File: config.mk
export PLATFORM = sky130hd
export DESIGN_NAME = spru_alu
export DESIGN_NICKNAME = d
export VERILOG_FILES = /design/src/hw/rtl/spru_pkg.sv /design/src/hw/rtl/spru_alu.sv
export SDC_FILE = /design/constraint.sdc
export NUM_CORES = 1
export LEC_CHECK = 0
export ABC_AREA = 0
export BUFFER_PORTS_ARGS = -buffer_cell sky130_fd_sc_hd__buf_2
export CAP_MARGIN = 20
export CORE_UTILIZATION = 42
export DETAILED_ROUTE_END_ITERATION = 10
export SLEW_MARGIN = 30
export SYNTH_ARGS = -nofsm -noshare
export SYNTH_HDL_FRONTEND = slang
export SYNTH_SLANG_ARGS = --single-unit
File: constraint.sdc
create_clock -name vclk -period 7.1
set_input_delay 0.355 -clock vclk [all_inputs]
set_output_delay 0.355 -clock vclk [all_outputs]
set_load 0.005 [all_outputs]
File: src/hw/rtl/spru_pkg.sv
package spru_pkg;

    localparam int ELEM_W = 4;
    localparam int RANK_W = 63;
    localparam int LEN_W  = 5;
    localparam int CNT_W  = 64;

    // Function select on the input beat.
    localparam logic FUNC_RANK   = 1'b0;
    localparam logic FUNC_UNRANK = 1'b1;

    // Result status codes.
    localparam logic [1:0] STATUS_OK       = 2'd0;
    localparam logic [1:0] STATUS_BAD_ELEM = 2'd1;
    localparam logic [1:0] STATUS_RANGE    = 2'd2;

    typedef enum logic [1:0] {
        ALU_ADD = 2'd0,
        ALU_SUB = 2'd1,
        ALU_MUL = 2'd2
    } alu_op_t;

    typedef struct packed {
        logic [CNT_W-1:0] result;
        logic             borrow;
    } alu_res_t;

    typedef struct packed {
        logic              func;
        logic [ELEM_W-1:0] element_in;
        logic [RANK_W-1:0] rank_in;
        logic              last_in;
    } spru_in_t;

    typedef struct packed {
        logic [RANK_W-1:0] rank_out;
        logic [ELEM_W-1:0] element_out;
        logic              last_out;
        logic [1:0]        status;
    } spru_out_t;

endpackage

File: src/hw/rtl/spru_alu.sv
module spru_alu #(
    parameter int FW = 5
) (
    input  spru_pkg::alu_op_t          op,
    input  logic [spru_pkg::CNT_W-1:0] a,
    input  logic [spru_pkg::CNT_W-1:0] b,
    output spru_pkg::alu_res_t         res
);

    logic [spru_pkg::CNT_W:0]      diff;
    logic [spru_pkg::CNT_W+FW-1:0] prod;

    // The multiply takes only a small factor from the low bits of b.
    always_comb begin
        diff = {1'b0, a} - {1'b0, b};
        prod = a * b[FW-1:0];
        res  = '0;
        unique case (op)
            spru_pkg::ALU_ADD: begin
                res.result = a + b;
            end
            spru_pkg::ALU_SUB: begin
                res.result = diff[spru_pkg::CNT_W-1:0];
                res.borrow = diff[spru_pkg::CNT_W];
            end
            spru_pkg::ALU_MUL: begin
                res.result = prod[spru_pkg::CNT_W-1:0];
            end
            default: begin
                res = '0;
            end
        endcase
    end

endmodule

==> Word level (Yosys, flattened, before mapping) <==
Index checks and enable logic that the tools add are counted.
{ "word_totals": {"ff_bits": 0} }
{ "classes": {"n_eq_ne": 2, "n_mul": 1, "n_reduce_logical": 1, "muxes": 2, "add_sub_neg": 2} }
{ "ops": {"columns": ["cell", "n"], "rows": [
  ["$pmux 64 s3", 1],
  ["$sub 64x64->65", 1],
  ["$add 64x64->64", 1],
  ["$mul 64x5->64", 1],
  ["$eq 2x1->1 const B", 1],
  ["$eq 2x2->1 const B", 1],
  ["$logic_not 2->1", 1],
  ["$mux 1", 1]
]} }

==> Longest topological paths before layout <==
Gate-level depths: netlist of run 1.
{ "depth": {"ltp_word": 2, "ltp_mapped": 21, "depth_no_buf": 20} }

==> Worst setup path before layout of run 1 <==
Ideal clock, no wire load.
{ "synth_timing": {"path_type": "input -> output", "startpoint": "in b[4] (netlist bit)", "endpoint": "out res[61] (netlist bit)", "required_time_ns": 6.745, "t_arrival_ns": 5.187, "n_path_buf": 3, "setup_slack_ns": 1.558, "cell_stages": 21, "cell_sequence": "clkbuf_1 clkbuf_1 and2_1 fa_1 fa_1 inv_1 fa_1 inv_1 ha_1 clkbuf_1 nand3_1 nor2_1 nand3_1 nor3_1 o2111ai_1 and3_1 o41a_1 o21ai_0 a31oi_1 mux2i_1 or4_1"} }
{ "synth_lines": {"columns": ["item", "line", "rtl"], "rows": [
  ["start: declaration", "spru_alu.sv:6", "input logic [spru_pkg::CNT_W-1:0] b,"],
  ["end: declaration", "spru_alu.sv:7", "output spru_pkg::alu_res_t res"]
]} }

==> results of run 1 <==
[cells in the final DEF, fill, tap and decap left out, types with 26 or more instances in the layout]
| cell | instances |
|---|---|
| inv_1 | 384 |
| and2_1 | 237 |
| a21oi_1 | 233 |
| nand2_1 | 217 |
| ha_1 | 193 |
| buf_2 | 193 |
| fa_1 | 181 |
| nor2_1 | 144 |
| o21ai_0 | 126 |
| xnor2_1 | 84 |
| a21o_1 | 79 |
| o22ai_1 | 50 |
| o21bai_1 | 40 |
| nor3_1 | 39 |
| nand3_1 | 38 |
| xor2_1 | 35 |
| nor2b_1 | 28 |
| a31oi_1 | 27 |
| nand4_1 | 27 |
| buf_4 | 27 |
| a211oi_1 | 26 |
[area by class of cell]
class	instances	area, sq um
Tap cell	585	732
Fill cell	4584	23400
Timing Repair Buffer	222	1200
Inverter	386	1450
Multi-Input combinational cell	2110	16500
[power breakdown]
| group | switching (uW) | internal (uW) | total (uW) | leakage [uW] |
|---|---|---|---|---|
| Sequential | 0 | 0 | 0 | 0 |
| Clock | 0 | 0 | 0 | 0 |
| Combinational | 1980 | 1260 | 3240 | 0.00986 |
| Total | 1980 | 1260 | 3240 | 0.00986 |
[critical path, cell delays in order]
cell	delay, ps
buf_2	290
ha_1	320
inv_1	90
fa_1	560
fa_1	430
fa_1	490
inv_1	40
ha_1	320
nor2b_1	200
o21ai_0	190
a211oi_1	290
buf_4	170
o2111a_1	350
o2111ai_1	160
and3_1	220
o41a_1	470
o21ai_0	370
a31oi_1	200
mux2i_1	210
or4_1	610
buf_2	170
[routing by layer]
layer,vias to the layer above,track usage
met5,-,0
met4,0,0.0512
met3,72,0.0132
met2,696,0.501
met1,9478,0.420
li1,9085,-
[cells by family (layout without fill, tap and decap cells)]
kind of cell | after synthesis | count (layout) | synth area share
AND/OR/NAND/NOR | 847 | 847 | 0.236
AO/OA/AOI/OAI | 755 | 755 | 0.265
adder cells (fa/ha/maj) | 374 | 374 | 0.327
multiplexers | 15 | 15 | 0.00819
XOR/XNOR | 119 | 119 | 0.0564
buffers and inverters | 520 | 608 | 0.108
[through the flow]
| step | std cells | utilization | worst slack [ps] | area [sq um] | power [uW] |
|---|---|---|---|---|---|
| 4_1_cts | 3302 | 0.459 | 300 | 19900 | 3200 |
| 3_3_place_gp | 3302 | 0.459 | 443 | 19900 | 3160 |
| 6_report | 3303 | 0.459 | 230 | 19900 | 3240 |
| 2_1_floorplan | 2630 | - | 1560 | 18500 | 2260 |
| 3_5_place_dp | 3302 | 0.459 | 314 | 19900 | 3180 |
| 5_1_grt | 3303 | 0.459 | 2.48 | 19900 | 3590 |
[path summary, 6_finish.rpt]
path	from	end	slack, ps	cells after the start
worst max-delay path	b[2]	res[61]	230	21
worst min-delay path	a[63]	res[0]	1130	4
==> flow_summary.toml, run 1 <==
[power_and_ir_drop]
peakVddDrop_uv = 71.6
power.density_nw_per_um2 = 163
p_leak_uw = 0.00986

[route]
vias_per_cell = 5.85
first_iter_violations = 1718
post_drt_wl_per_cell_microns = 20.3
m1WireLength_microns = 31100
vias = 19331
wl_met2_microns = 31200
met3_length_microns = 3610
drc = 0
highest_layer = "met4"
drt-total-wl_microns = 67100
drt_first_pass_iters = 6
ant_nets = 0

[yosys]
syn_area_per_cell_sq_um = 7.03
syn_area_sq_um = 18500
yosys-top-cells-area = "fa_1 20%, ha_1 13%, and2_1 8.0%, inv_1 7.8%, a21oi_1 6.3%"
syn-instance-count = 2630
seq_area_frac_synth = 0
yosys.cell_count.top_type = "inv_1"
yosys_warnings = 0
synth_area_leader_cell = "fa_1"
syn_nets = 3134
yosys-top-cells-count = "385 x inv_1, 237 x and2_1, 233 x a21oi_1, 218 x nand2_1, 193 x ha_1"
ys_types = 81
synth_top_area_share = 0.196

[floorplan]
start_util = 0.427
die-area_sq_um = 44900
rows = 76
boundaryPins = 195
dieHeight_microns = 212
die_w_microns = 212
coreArea_sq_um = 43300

[worst_setup_path]
cp_max_fo = 14
critPathLaunchType = "primary input"
crit_type = "in -> out"
required_ps = 6740
worstPathArrival_ps = 6510
cp-end-kind = "output pin"

[sta]
fin_setup_tns_ps = 0
worstMarginPinSlew_ps = 904
slew_violations = 0
rsz0062_at_grt = "no"
max-slew-margin-rel = 0.395
max_freq_ghz = 0.146
setup_violations = 0
finalCritPeriodShare = 0.968
period_needed_ps = 6870
hold_viol_final = 0
holdWs_ps = 1130

[global_routing]
groute.usage.overall = 0.296
grt_pass1_wl_microns = 105000
gr-total-overflow = 0
first_global_vias = 19013
antenna_found_initial = 0
grt_max_degree = 84

[finish]
nets = 3224
ff_latch_area_sq_um = 0
clockBufferCount = 0
antenna_cells = 0
n_sequential_cell = 0
drive_gt1_frac = 0.0960
syn_to_final_growth_pct = 7.51

[clocking]
post-cts-setup-buffers = 0
ctsHoldBuffers = 0
ctsResizeCount = 0

[placement]
numPortBuffers = 195
dp_hpwl_microns = 55900
gp_congestion = 1.01

[run]
maxCapViolations = 0

[run_status]
status = "finished, final reports clean"

[min_path]
hp-class = "in -> out"
Note: power is estimated with default switching activity, not from simulation.
==> run 2, diff against run 1 <==
--- a/config.mk
+++ b/config.mk
@@ -8,6 +8,7 @@
 export ABC_AREA = 0
 export BUFFER_PORTS_ARGS = -buffer_cell sky130_fd_sc_hd__buf_2
 export CAP_MARGIN = 20
+export CORE_ASPECT_RATIO = 0.6
 export CORE_UTILIZATION = 42
 export DETAILED_ROUTE_END_ITERATION = 10
 export SLEW_MARGIN = 30
==> run 2 against run 1 <==
  * Largest cell class unchanged
  * Sequential cell count stayed put
  * Non-clock buffer count is 3 lower
  * Highest routed layer unchanged
  * First-iteration DRC count is 39% higher
  * Count of clock-buffer cells in the layout stayed put
  * Wire length is 9.7% higher
  * Total power is 5.2% higher
  * Sequential share of layout area stayed put
  * Maximum frequency is 4.2% higher
  * Core utilization is 0.15 points lower
==> flow_summary.toml, run 2 (synthesis gave the netlist of run 1 again) <==
[route]
ant_nets = 0
drt_first_pass_iters = 6
first_iter_violations = 2384
vias = 19765
vias_per_cell = 6.00
drt-total-wl_microns = 73600
drc = 0
post_drt_wl_per_cell_microns = 22.4

[clocking]
post-cts-setup-buffers = 0
ctsHoldBuffers = 0
ctsResizeCount = 0

[finish]
drive_gt1_frac = 0.0947
fillers = 4568
utilization = 0.458
n_sequential_cell = 0
antenna_cells = 0
ff_latch_area_sq_um = 0
clockBufferCount = 0
final_common_cell = "inv_1"
syn_to_final_growth_pct = 7.32
final_cell_mix = "385 x inv_1, 237 x and2_1, 233 x a21oi_1, 217 x nand2_1, 195 x buf_2"
nets = 3221

[sta]
worstMarginPinSlew_ps = 1040
hold_viol_final = 0
rsz0062_at_grt = "no"
max-slew-margin-rel = 0.298
fin_setup_tns_ps = 0
period_needed_ps = 6600
setup_violations = 0
slew_violations = 0
max_freq_ghz = 0.152
finalCritPeriodShare = 0.929

[worst_setup_path]
critPathLaunch = "b[4]"
worstPathArrival_ps = 6240
required_ps = 6740
crit_type = "in -> out"
critPathLaunchType = "primary input"
cp_max_fo = 36
cp-end-kind = "output pin"

[min_path]
min-delay-start = "a[63]"
hp-class = "in -> out"

[floorplan]
coreArea_sq_um = 43300
boundaryPins = 195
die-area_sq_um = 44900
rows = 59
die_w_microns = 273
start_util = 0.427
dieHeight_microns = 165

[global_routing]
grt_pass1_wl_microns = 111000
grt_max_degree = 63
gr-total-overflow = 0
groute.usage.overall = 0.318
antenna_found_initial = 1
first_global_vias = 18680

[placement]
gp_congestion = 1.06
numPortBuffers = 195
dp_hpwl_microns = 61200

[power_and_ir_drop]
p_comb_frac = 1.000
power.net_switching_uw = 2130
clock_power_share = 0
peakVddDrop_uv = 73.5
seqPwrFrac = 0
switching_share = 0.625
intPower_uw = 1280
p_leak_uw = 0.00984
power.density_nw_per_um2 = 172

[run_status]
status = "finished, final reports clean"

[run]
maxCapViolations = 0
## run 2: cell count changes in the layout (fill, tap and decap cells not counted), sizes merged
cell / change
buf: -2
clkbuf: -1
## run 2: per-stage QoR
stage / setup WS [ps] / std cells / hold slack, ps / total power [uW] / instance area (sq um)
floorplan: 1560 / 2630 / 879 / 2260 / 18500
global placement: 662 / 3294 / 1160 / 3290 / 19800
detailed placement: 527 / 3294 / 1160 / 3310 / 19800
CTS: 495 / 3294 / 1160 / 3340 / 19800
global route: 227 / 3294 / 1190 / 3730 / 19800
finish: 504 / 3294 / 1170 / 3410 / 19800
## run 2: layout make-up
| type | count | area (sq um) | share of cell area |
|---|---|---|---|
| Multi-Input combinational cell | 2110 | 16500 | 0.832 |
| Inverter | 386 | 1450 | 0.0730 |
| Timing Repair Buffer | 219 | 1170 | 0.0589 |
| Tap cell | 579 | 724 | 0.0365 |
## run 2: path summary, 6_finish.rpt
kind | to | slack (ps) | cells after the start
setup / recovery | res[61] | 500 | 19
hold / removal | res[0] | 1170 | 4
## run 2: critical path, cell delays in order
cell and delay [ps]:
buf_2 550, ha_1 450, fa_1 490, fa_1 490
inv_1 50, fa_1 470, inv_1 40, ha_1 330
nand4_1 160, a211oi_1 370, o2111a_1 340, o2111ai_1 140
and3_1 220, o41a_1 460, o21ai_0 320, a31oi_1 170
mux2i_1 140, or4_1 530, buf_2 150
## run 2: routing by layer
metal / wire [microns] / track usage
met5: 0 / 0
met3: 8930 / 0.0807
met4: 1030 / 0.0434
met1: 34200 / 0.482
met2: 29500 / 0.455
## run 2: power groups by stage
stage | registers, uW | logic [uW] | clock network (uW)
after floorplan | 0 | 2260 | 0
after global placement | 0 | 3290 | 0
after detailed placement | 0 | 3310 | 0
after CTS | 0 | 3340 | 0
after global routing | 0 | 3730 | 0
final | 0 | 3410 | 0
